## src/rtl/linear_key_value_table_assert.svh

```systemverilog
// ----------------------------------------------------------------------------
// linear key-value table assertion macros
// Shared property wrappers, clocked on clk_i and disabled while in reset.
// ----------------------------------------------------------------------------
`ifndef LINEAR_KEY_VALUE_TABLE_ASSERT_SVH
`define LINEAR_KEY_VALUE_TABLE_ASSERT_SVH

// same-cycle implication
`define LKVT_ASSERT_NOW(lbl, ante, cons) \
  lbl: assert property (@(posedge clk_i) disable iff (!rst_ni) (ante) |-> (cons)) \
    else $error("lkvt: assertion failed");

// next-cycle implication
`define LKVT_ASSERT_NEXT(lbl, ante, cons) \
  lbl: assert property (@(posedge clk_i) disable iff (!rst_ni) (ante) |=> (cons)) \
    else $error("lkvt: assertion failed");

`endif

```

## src/rtl/lkvt_pkg.sv

```systemverilog
// ----------------------------------------------------------------------------
// lkvt_pkg
// Types and constants shared by the linear key-value table modules.
// ----------------------------------------------------------------------------
package lkvt_pkg;

  localparam int unsigned DEPTH_DEF      = 16;
  localparam int unsigned KEY_BITS_DEF   = 64;
  localparam int unsigned VALUE_BITS_DEF = 64;

  // fixed widths of the port fields
  localparam int unsigned REQ_W   = 2;
  localparam int unsigned KEY_W   = 64;
  localparam int unsigned VAL_W   = 64;
  localparam int unsigned OUTC_W  = 3;

  typedef enum logic [REQ_W-1:0] {
    REQ_FIND   = 2'd0,
    REQ_ADD    = 2'd1,
    REQ_REMOVE = 2'd2
  } req_e;

  typedef enum logic [OUTC_W-1:0] {
    OUT_NOT_FOUND = 3'd0,
    OUT_FOUND     = 3'd1,
    OUT_ADDED     = 3'd2,
    OUT_REPLACED  = 3'd3,
    OUT_FULL      = 3'd4,
    OUT_REMOVED   = 3'd5
  } outcome_e;

  typedef enum logic [2:0] {
    ST_IDLE,
    ST_SCAN,
    ST_MOVE_RD,
    ST_MOVE_WR,
    ST_RESP
  } state_e;

endpackage

```

## src/rtl/lkvt_ram.sv

```systemverilog
// ----------------------------------------------------------------------------
// lkvt_ram
// Generic single-write, single-read memory with a registered read port.
// ----------------------------------------------------------------------------
module lkvt_ram #(
  parameter int unsigned WIDTH = 64,
  parameter int unsigned DEPTH = 16,
  localparam int unsigned AW   = (DEPTH > 1) ? $clog2(DEPTH) : 1
) (
  input  logic             clk_i,
  input  logic             we_i,
  input  logic [AW-1:0]    waddr_i,
  input  logic [WIDTH-1:0] wdata_i,
  input  logic [AW-1:0]    raddr_i,
  output logic [WIDTH-1:0] rdata_o
);

  logic [WIDTH-1:0] mem_q [DEPTH];
  logic [WIDTH-1:0] rdata_q;

  always_ff @(posedge clk_i) begin
    if (we_i) begin
      mem_q[waddr_i] <= wdata_i;
    end
    rdata_q <= mem_q[raddr_i];
  end

  assign rdata_o = rdata_q;

endmodule

```

## src/rtl/lkvt_ctrl.sv

```systemverilog
// ----------------------------------------------------------------------------
// lkvt_ctrl
// Request sequencer: scans the key memory one entry per cycle, then replaces,
// appends or moves the last entry down, and presents one result per request.
// ----------------------------------------------------------------------------
module lkvt_ctrl #(
  parameter int unsigned DEPTH      = lkvt_pkg::DEPTH_DEF,
  parameter int unsigned KEY_BITS   = lkvt_pkg::KEY_BITS_DEF,
  parameter int unsigned VALUE_BITS = lkvt_pkg::VALUE_BITS_DEF,
  localparam int unsigned AW        = (DEPTH > 1) ? $clog2(DEPTH) : 1,
  localparam int unsigned CNT_W     = $clog2(DEPTH + 1)
) (
  input  logic                     clk_i,
  input  logic                     rst_ni,
  input  logic                     in_valid_i,
  output logic                     in_stall_o,
  input  logic [lkvt_pkg::REQ_W-1:0] req_type_i,
  input  logic [KEY_BITS-1:0]      key_i,
  input  logic [VALUE_BITS-1:0]    value_i,
  output logic [AW-1:0]            raddr_o,
  output logic [AW-1:0]            waddr_o,
  output logic                     key_we_o,
  output logic [KEY_BITS-1:0]      key_wdata_o,
  input  logic [KEY_BITS-1:0]      key_rdata_i,
  output logic                     val_we_o,
  output logic [VALUE_BITS-1:0]    val_wdata_o,
  input  logic [VALUE_BITS-1:0]    val_rdata_i,
  output logic                     res_valid_o,
  input  logic                     res_take_i,
  output lkvt_pkg::outcome_e       res_outcome_o,
  output logic [VALUE_BITS-1:0]    res_value_o,
  output logic [CNT_W-1:0]         res_count_o
);

  lkvt_pkg::state_e   state_q, state_d;
  lkvt_pkg::req_e     req_q, req_d;
  lkvt_pkg::outcome_e outcome_q, outcome_d;
  logic [KEY_BITS-1:0]   key_q, key_d;
  logic [VALUE_BITS-1:0] val_q, val_d;
  logic [VALUE_BITS-1:0] vout_q, vout_d;
  logic [CNT_W-1:0]      idx_q, idx_d;
  logic [CNT_W-1:0]      count_q, count_d;
  logic                  chk_q, chk_d;
  logic [AW-1:0]         chk_idx_q, chk_idx_d;
  logic [AW-1:0]         pos_q, pos_d;

  logic             accept;
  logic             hit;
  logic             more;
  logic             known_req;
  logic             room;
  logic [CNT_W-1:0] cnt_m1;

  assign accept    = in_valid_i && !in_stall_o;
  assign hit       = chk_q && (key_rdata_i == key_q);
  assign more      = idx_q < count_q;
  assign room      = count_q < CNT_W'(DEPTH);
  assign cnt_m1    = count_q - CNT_W'(1);
  assign known_req = (req_type_i == lkvt_pkg::REQ_FIND) ||
                     (req_type_i == lkvt_pkg::REQ_ADD)  ||
                     (req_type_i == lkvt_pkg::REQ_REMOVE);

  // next state
  always_comb begin
    state_d = state_q;
    case (state_q)
      lkvt_pkg::ST_IDLE: begin
        if (accept) begin
          state_d = known_req ? lkvt_pkg::ST_SCAN : lkvt_pkg::ST_RESP;
        end
      end
      lkvt_pkg::ST_SCAN: begin
        if (hit) begin
          if (req_q == lkvt_pkg::REQ_REMOVE && chk_idx_q != cnt_m1[AW-1:0]) begin
            state_d = lkvt_pkg::ST_MOVE_RD;
          end else begin
            state_d = lkvt_pkg::ST_RESP;
          end
        end else if (!more) begin
          state_d = lkvt_pkg::ST_RESP;
        end
      end
      lkvt_pkg::ST_MOVE_RD: state_d = lkvt_pkg::ST_MOVE_WR;
      lkvt_pkg::ST_MOVE_WR: state_d = lkvt_pkg::ST_RESP;
      lkvt_pkg::ST_RESP: begin
        if (res_take_i) begin
          state_d = lkvt_pkg::ST_IDLE;
        end
      end
      default: state_d = lkvt_pkg::ST_IDLE;
    endcase
  end

  // outputs and datapath
  always_comb begin
    in_stall_o  = 1'b1;
    res_valid_o = 1'b0;
    raddr_o     = idx_q[AW-1:0];
    waddr_o     = chk_idx_q;
    key_we_o    = 1'b0;
    key_wdata_o = key_q;
    val_we_o    = 1'b0;
    val_wdata_o = val_q;
    req_d       = req_q;
    key_d       = key_q;
    val_d       = val_q;
    outcome_d   = outcome_q;
    vout_d      = vout_q;
    idx_d       = idx_q;
    count_d     = count_q;
    chk_d       = chk_q;
    chk_idx_d   = chk_idx_q;
    pos_d       = pos_q;
    case (state_q)
      lkvt_pkg::ST_IDLE: begin
        in_stall_o = 1'b0;
        if (accept) begin
          req_d     = lkvt_pkg::req_e'(req_type_i);
          key_d     = key_i;
          val_d     = value_i;
          outcome_d = lkvt_pkg::OUT_NOT_FOUND;
          vout_d    = '0;
          idx_d     = '0;
          chk_d     = 1'b0;
        end
      end
      lkvt_pkg::ST_SCAN: begin
        if (hit) begin
          chk_d = 1'b0;
          case (req_q)
            lkvt_pkg::REQ_FIND: begin
              outcome_d = lkvt_pkg::OUT_FOUND;
              vout_d    = val_rdata_i;
            end
            lkvt_pkg::REQ_ADD: begin
              val_we_o  = 1'b1;
              outcome_d = lkvt_pkg::OUT_REPLACED;
            end
            lkvt_pkg::REQ_REMOVE: begin
              count_d   = cnt_m1;
              pos_d     = chk_idx_q;
              outcome_d = lkvt_pkg::OUT_REMOVED;
            end
            default: outcome_d = lkvt_pkg::OUT_NOT_FOUND;
          endcase
        end else if (more) begin
          chk_d     = 1'b1;
          chk_idx_d = idx_q[AW-1:0];
          idx_d     = idx_q + CNT_W'(1);
        end else begin
          chk_d = 1'b0;
          if (req_q == lkvt_pkg::REQ_ADD) begin
            if (room) begin
              waddr_o   = count_q[AW-1:0];
              key_we_o  = 1'b1;
              val_we_o  = 1'b1;
              count_d   = count_q + CNT_W'(1);
              outcome_d = lkvt_pkg::OUT_ADDED;
            end else begin
              outcome_d = lkvt_pkg::OUT_FULL;
            end
          end
        end
      end
      lkvt_pkg::ST_MOVE_RD: begin
        // count already points at the old last entry
        raddr_o = count_q[AW-1:0];
      end
      lkvt_pkg::ST_MOVE_WR: begin
        waddr_o     = pos_q;
        key_we_o    = 1'b1;
        key_wdata_o = key_rdata_i;
        val_we_o    = 1'b1;
        val_wdata_o = val_rdata_i;
      end
      lkvt_pkg::ST_RESP: begin
        res_valid_o = 1'b1;
      end
      default: begin
        in_stall_o = 1'b1;
      end
    endcase
  end

  always_ff @(posedge clk_i or negedge rst_ni) begin
    if (!rst_ni) begin
      state_q <= lkvt_pkg::ST_IDLE;
      count_q <= '0;
      chk_q   <= 1'b0;
    end else begin
      state_q <= state_d;
      count_q <= count_d;
      chk_q   <= chk_d;
    end
  end

  always_ff @(posedge clk_i) begin
    req_q     <= req_d;
    key_q     <= key_d;
    val_q     <= val_d;
    outcome_q <= outcome_d;
    vout_q    <= vout_d;
    idx_q     <= idx_d;
    chk_idx_q <= chk_idx_d;
    pos_q     <= pos_d;
  end

  assign res_outcome_o = outcome_q;
  assign res_value_o   = vout_q;
  assign res_count_o   = count_q;

endmodule

```

## src/rtl/linear_key_value_table.sv

```systemverilog
// ----------------------------------------------------------------------------
// linear_key_value_table
// Bounded key-value table with in-order linear search over a key memory.
// ----------------------------------------------------------------------------
// Entries stay packed in slots 0 .. count-1 of a key memory and a value
// memory. Each request scans the stored keys one per cycle through the read
// port of the key memory, and a hit ends the scan early. A remove that hits an
// entry other than the last then moves the last entry into the freed slot.
// One request is in work at a time, and the finished result waits in an
// output register so the next request can be accepted while it is still
// stalled downstream. Keys are matched on their low KEY_BITS bits and
// values keep their low VALUE_BITS bits.
// ----------------------------------------------------------------------------
`include "linear_key_value_table_assert.svh"

module linear_key_value_table #(
  parameter int unsigned DEPTH      = lkvt_pkg::DEPTH_DEF,
  parameter int unsigned KEY_BITS   = lkvt_pkg::KEY_BITS_DEF,
  parameter int unsigned VALUE_BITS = lkvt_pkg::VALUE_BITS_DEF,
  localparam int unsigned CNT_W     = $clog2(DEPTH + 1)
) (
  input  logic                        clk_i,
  input  logic                        rst_ni,
  input  logic                        in_valid_i,
  output logic                        in_stall_o,
  input  logic [lkvt_pkg::REQ_W-1:0]  req_type_i,
  input  logic [lkvt_pkg::KEY_W-1:0]  key_i,
  input  logic [lkvt_pkg::VAL_W-1:0]  value_i,
  output logic                        out_valid_o,
  input  logic                        out_stall_i,
  output logic [lkvt_pkg::OUTC_W-1:0] outcome_o,
  output logic [lkvt_pkg::VAL_W-1:0]  value_out_o,
  output logic [CNT_W-1:0]            entry_count_o
);

  localparam int unsigned AW = (DEPTH > 1) ? $clog2(DEPTH) : 1;

  logic [AW-1:0]         raddr;
  logic [AW-1:0]         waddr;
  logic                  key_we;
  logic [KEY_BITS-1:0]   key_wdata;
  logic [KEY_BITS-1:0]   key_rdata;
  logic                  val_we;
  logic [VALUE_BITS-1:0] val_wdata;
  logic [VALUE_BITS-1:0] val_rdata;

  logic                  res_valid;
  logic                  res_take;
  lkvt_pkg::outcome_e    res_outcome;
  logic [VALUE_BITS-1:0] res_value;
  logic [CNT_W-1:0]      res_count;

  logic                            out_valid_q, out_valid_d;
  logic [lkvt_pkg::OUTC_W-1:0]     outcome_q, outcome_d;
  logic [lkvt_pkg::VAL_W-1:0]      value_q, value_d;
  logic [CNT_W-1:0]                count_q, count_d;

  lkvt_ram #(
    .WIDTH (KEY_BITS),
    .DEPTH (DEPTH)
  ) u_key_ram (
    .clk_i   (clk_i),
    .we_i    (key_we),
    .waddr_i (waddr),
    .wdata_i (key_wdata),
    .raddr_i (raddr),
    .rdata_o (key_rdata)
  );

  lkvt_ram #(
    .WIDTH (VALUE_BITS),
    .DEPTH (DEPTH)
  ) u_val_ram (
    .clk_i   (clk_i),
    .we_i    (val_we),
    .waddr_i (waddr),
    .wdata_i (val_wdata),
    .raddr_i (raddr),
    .rdata_o (val_rdata)
  );

  lkvt_ctrl #(
    .DEPTH      (DEPTH),
    .KEY_BITS   (KEY_BITS),
    .VALUE_BITS (VALUE_BITS)
  ) u_ctrl (
    .clk_i         (clk_i),
    .rst_ni        (rst_ni),
    .in_valid_i    (in_valid_i),
    .in_stall_o    (in_stall_o),
    .req_type_i    (req_type_i),
    .key_i         (key_i[KEY_BITS-1:0]),
    .value_i       (value_i[VALUE_BITS-1:0]),
    .raddr_o       (raddr),
    .waddr_o       (waddr),
    .key_we_o      (key_we),
    .key_wdata_o   (key_wdata),
    .key_rdata_i   (key_rdata),
    .val_we_o      (val_we),
    .val_wdata_o   (val_wdata),
    .val_rdata_i   (val_rdata),
    .res_valid_o   (res_valid),
    .res_take_i    (res_take),
    .res_outcome_o (res_outcome),
    .res_value_o   (res_value),
    .res_count_o   (res_count)
  );

  // output beat register
  assign res_take = res_valid && (!out_valid_q || !out_stall_i);

  always_comb begin
    out_valid_d = out_valid_q;
    outcome_d   = outcome_q;
    value_d     = value_q;
    count_d     = count_q;
    if (res_take) begin
      out_valid_d = 1'b1;
      outcome_d   = res_outcome;
      value_d     = lkvt_pkg::VAL_W'(res_value);
      count_d     = res_count;
    end else if (!out_stall_i) begin
      out_valid_d = 1'b0;
    end
  end

  always_ff @(posedge clk_i or negedge rst_ni) begin
    if (!rst_ni) begin
      out_valid_q <= 1'b0;
    end else begin
      out_valid_q <= out_valid_d;
    end
  end

  always_ff @(posedge clk_i) begin
    outcome_q <= outcome_d;
    value_q   <= value_d;
    count_q   <= count_d;
  end

  assign out_valid_o   = out_valid_q;
  assign outcome_o     = outcome_q;
  assign value_out_o   = value_q;
  assign entry_count_o = count_q;

  `LKVT_ASSERT_NEXT(a_busy_after_accept, in_valid_i && !in_stall_o, in_stall_o)
  `LKVT_ASSERT_NOW(a_full_at_depth, out_valid_o && outcome_o == lkvt_pkg::OUT_FULL, entry_count_o == CNT_W'(DEPTH))
  `LKVT_ASSERT_NOW(a_value_only_on_find, out_valid_o && outcome_o != lkvt_pkg::OUT_FOUND, value_out_o == '0)

endmodule
```

## config.mk

```make
export PLATFORM = sky130hd
export DESIGN_NAME = linear_key_value_table
export DESIGN_NICKNAME = d
export VERILOG_FILES = /design/src/rtl/lkvt_pkg.sv /design/src/rtl/lkvt_ram.sv /design/src/rtl/lkvt_ctrl.sv /design/src/rtl/linear_key_value_table.sv
export VERILOG_INCLUDE_DIRS = /design/src /design/src/rtl
export SDC_FILE = /design/constraint.sdc
export NUM_CORES = 2
export LEC_CHECK = 0
export BUFFER_PORTS_ARGS = -buffer_cell sky130_fd_sc_hd__buf_2
export CAP_MARGIN = 20
export CORE_MARGIN = 2
export CORE_UTILIZATION = 25
export CTS_BUF_LIST = sky130_fd_sc_hd__clkbuf_8
export DETAILED_ROUTE_END_ITERATION = 10
export PLACE_DENSITY = 0.43
export SLEW_MARGIN = 10
export SYNTH_ARGS = -nofsm -noshare
export SYNTH_HDL_FRONTEND = slang
export SYNTH_SLANG_ARGS = --single-unit
```

## constraint.sdc

```tcl
create_clock -name clk_i -period 7.05 [get_ports clk_i]
set_clock_uncertainty 0.1 [all_clocks]
set_input_delay 0.3525 -clock clk_i [delete_from_list [all_inputs] [get_ports clk_i]]
set_output_delay 0.3525 -clock clk_i [all_outputs]
set_load 0.02 [all_outputs]
```

==> Flow_metrics.wiki <==
{| class="wikitable"
! Metric !! Value
|-
| Result of the run || finished clean
|-
| Highest attainable clock frequency || a little over 200 MHz
|-
| Clock tree from TritonCTS || done
|-
| Fraction of registers with async set or reset after synthesis || 0.004052
|-
| Slowest library cell on the worst path || sky130_fd_sc_hd__a211oi_1
|-
| Leak pwr || ~36 nW
|-
| Slowest cell delay on critical path || between 0.8 and 0.9 ns
|-
| Final Hold Fails || 0
|-
| Largest net degree at the start of global routing || roughly 130
|-
| Count of mapped cells out of synthesis || ~4600
|-
| Share of synthesized area occupied by flip-flops and latches || 0.7834
|-
| First-pass GRT wire length || approximately 370000 um
|-
| Combined global-route utilization of all metal layers || 0.1340
|-
| Antenna violations before repair || 16
|-
| Mean instance size in the synthesized netlist || approximately 20 um2
|-
| Unrepaired setup endpoints after global routing || no
|-
| Standard cell area after detailed placement || just over 100000 um2
|-
| Die Span Y || 613.6 um
|-
| # port buffers || 207
|-
| Standard-cell rows || approximately 220
|-
| Synthesized netlist net count || 4759
|-
| Postcts setup bufs || 0
|-
| Max-slew headroom at the worst pin || 0.2571
|-
| Cell-by-cell listing of the critical path || inv_1, ha_1, a21oi_1, o21ai_0, a31oi_1, o21ai_0, o311a_1, a211oi_1, nand3_1, nor3_2, buf_4
|-
| Period minus WS final || roughly 5 ns
|-
| Type of the worst setup path || flip-flop to flip-flop
|-
| DRC violation count after routing || 0
|-
| Worst min path class || input pin to flip-flop
|-
| Startpoint of the lowest-slack register-to-register path || u_ctrl.res_count_o[2]
|-
| Number of flops mapped to enable cells by yosys || roughly 2300
|-
| Core Footprint || approximately 370000 um2
|-
| Required time reported for the critical path endpoint || 7.57 ns
|-
| Final standard cell area without fillers || 111100 um2
|-
| Setup Viol. Count Final || 0
|-
| Number of distinct library cells after synthesis || slightly above 50
|-
| Detailed-router iteration count before antenna repair || 5
|-
| Hold-fix buffer count after cts || roughly 250
|-
| CTS sink count || about 2500
|-
| Placed wire-length estimate || around 140000 um
|-
| Sum of negative setup slack || 0 ns
|-
| Gp weighted congestion || about 0.77
|-
| Worst voltage drop across the vdd grid || around 0.28 mV
|-
| Fin util || 0.3006
|-
| Die ar. || between 300000 and 400000 um2
|-
| CP most frequent cell || sky130_fd_sc_hd__o21ai_0
|-
| Vias per cell || roughly 4.4
|-
| CP Capture Type || flip-flop
|-
| Startpoint of the most critical hold path || key_i[60]
|-
| Total of max-cap violations || 0
|-
| Kind of cell with the highest combined delay on the critical path || compound AO/OA/AOI/OAI gates
|-
| Starting Density || 0.2515
|-
| Clock transition at path regs || around 0.060 ns
|-
| Primary FF master, synth || sky130_fd_sc_hd__edfxtp_1
|-
| Max Buffers Root-to-Sink || 4
|-
| Buffers and inverters on the worst path || 2
|-
| Routed wire per std cell || between 20 and 25 um
|-
| Ratio of total power to cell area || 359.3 nW/um2
|-
| Post-route fraction of the period consumed by the critical path || 0.6931
|-
| Share of final-layout standard cells stronger than drive strength 1 || 0.2501
|-
| DR iter-0 viols || between 3000 and 4000
|-
| Num CTS Buffers || 414
|-
| Area added between synthesis and finish || 19.53%
|-
| Via count || about 47000
|-
| Residual antenna-violating net count after detailed routing || 0
|-
| Worst path arrival time || about 5.4 ns
|-
| Clock tree root buffer cell || sky130_fd_sc_hd__clkbuf_8
|-
| Warnings, synthesis || 0
|-
| Post-synthesis instance area || 92910 um2
|-
| Layout Nets || 5485
|-
| Wire length reported by the detailed router || 257200 um
|-
| Launching element type of the critical path || flip-flop
|-
| Worst-skew pair later-pin latency || around 1.1 ns
|-
| Count of state elements after synthesis || 2468
|-
| Die X-Extent || about 600 um
|-
| H-tree levels || 5
|-
| CTS-repair resized insts || 0
|-
| Remaining global-route overflow || 0
|-
| Count of filler cells inserted in the layout || roughly 36000
|-
| Slew at the pin closest to its max-slew limit || 1.114 ns
|-
| Startpoint of the most critical setup path || u_ctrl.res_count_o[2]
|-
| IO Pins || ~210
|-
| Highest net fanout along the worst path || 31
|-
| Number of pins with negative max-slew slack in the final report || 0
|-
| Number of global-route vias before repair || ~50000
|}
through the flow:
stage | hold WS (ns) | power [mW] | setup slack (ns) | std cells
after global routing | 0.01376 | 41.90 | 1.733 | 10650
after floorplan | -0.04309 | 24.72 | -0.7496 | 4618
after detailed placement | 0.1592 | 28.41 | 1.955 | 9627
after global placement | 0.1584 | 28.40 | 2.057 | 9626
final | 0.08660 | 39.90 | 2.164 | 10650
after CTS | 0.004163 | 40.68 | 1.922 | 10640
where the power goes:
group	switching [mW]	internal, mW
clock network	5.83	6.15
logic	5.89	3.63
registers	0.603	17.8
synthesized netlist by cell type (21+ instances only):
cell / n / area [um2]
sky130_fd_sc_hd__xnor2_1: 38 / 332.8
sky130_fd_sc_hd__a211oi_1: 124 / 930.9
sky130_fd_sc_hd__buf_2: 48 / 240.2
sky130_fd_sc_hd__nor2_1: 26 / 97.59
sky130_fd_sc_hd__xor2_1: 26 / 227.7
sky130_fd_sc_hd__nor3_1: 43 / 215.2
sky130_fd_sc_hd__a31oi_1: 130 / 813.3
sky130_fd_sc_hd__edfxtp_1: 2330 / 69970
sky130_fd_sc_hd__a21oi_1: 21 / 105.1
sky130_fd_sc_hd__nand2_1: 544 / 2042
sky130_fd_sc_hd__dfxtp_1: 128 / 2562
sky130_fd_sc_hd__clkbuf_1: 165 / 619.3
sky130_fd_sc_hd__mux2_2: 63 / 709.4
sky130_fd_sc_hd__mux4_2: 492 / 11080
sky130_fd_sc_hd__and2_1: 184 / 1151
sky130_fd_sc_hd__buf_1: 24 / 90.09
sky130_fd_sc_hd__nand3_1: 37 / 185.2
sky130_fd_sc_hd__nand4_1: 24 / 150.1
cell usage in the layout, fill, tap and decap left out, types with 30 or more instances in the layout:
master / synthesis / routed
sky130_fd_sc_hd__xnor2_1: 38 / 38
sky130_fd_sc_hd__buf_4: 0 / 44
sky130_fd_sc_hd__dfxtp_1: 128 / 128
sky130_fd_sc_hd__mux4_2: 492 / 492
sky130_fd_sc_hd__buf_2: 48 / 208
sky130_fd_sc_hd__clkinv_2: 0 / 34
sky130_fd_sc_hd__nor3_2: 1 / 30
sky130_fd_sc_hd__dlygate4sd3_1: 0 / 247
sky130_fd_sc_hd__clkbuf_8: 0 / 456
sky130_fd_sc_hd__mux2_2: 63 / 62
sky130_fd_sc_hd__a211oi_1: 124 / 124
sky130_fd_sc_hd__nand3_1: 37 / 37
sky130_fd_sc_hd__inv_1: 17 / 186
sky130_fd_sc_hd__and2_1: 184 / 184
sky130_fd_sc_hd__buf_12: 0 / 50
sky130_fd_sc_hd__clkinv_1: 0 / 75
sky130_fd_sc_hd__edfxtp_1: 2330 / 2330
sky130_fd_sc_hd__a31oi_1: 130 / 130
sky130_fd_sc_hd__nand2_1: 544 / 543
worst paths after layout:
check,end,slack (ns),depth (start not counted)
worst min register to register,value_out_o[30],0.31,0
min in group asynchronous,u_ctrl.chk_q,0.38,3
worst max register to register,u_key_ram.mem_q[11][21],2.16,11
worst max-delay path,u_key_ram.mem_q[11][21],2.16,11
max in group asynchronous,u_ctrl.state_q[2],6.09,3
worst min-delay path,u_ctrl.key_q[60],0.09,2
per-layer routing:
metal  vias up  routed length [um]  GRT usage
met5         -                  13          0
met4         2                4709    0.03043
met3       358               10210    0.01889
met2      1086              126500     0.2272
met1     25300              115800     0.1814
li1      20200                   -          -
sequential cells by signal (all words and copies together) (netlist names), 64 cells and up:
| signal | flops |
|---|---|
| u_ctrl.val_q | 64 |
| u_val_ram.mem_q | 1024 |
| value_out_o | 64 |
| u_ctrl.key_q | 64 |
| u_key_ram.mem_q | 1024 |
| u_ctrl.res_value_o | 64 |
| u_val_ram.rdata_o | 64 |
| u_key_ram.rdata_o | 64 |
final cells by class:
| type | count | area [um2] | area share |
|---|---|---|---|
| multi-input combinational | 1892 | 19340 | 0.1742 |
| timing repair buffer | 551 | 4866 | 0.04382 |
| inverter | 17 | 71.32 | 0.0006422 |
| clock buffer | 455 | 6262 | 0.05639 |
| clock inverter | 310 | 1520 | 0.01369 |
| tap | 4950 | 6193 | 0.05577 |
| antenna | 7 | 17.52 | 0.0001577 |
| sequential | 2468 | 72780 | 0.6553 |
cell families after synthesis:
logic type | after synthesis | share of synthesized area
adder cells (fa/ha/maj) | 7 | 0.0009427
AO/OA/AOI/OAI | 323 | 0.02382
buffers and inverters | 258 | 0.01143
AND/OR/NAND/NOR | 938 | 0.04696
flip-flops | 2468 | 0.7834
multiplexers | 560 | 0.1274
XOR/XNOR | 64 | 0.006033
No activity file was read; power rests on OpenSTA's default activity.
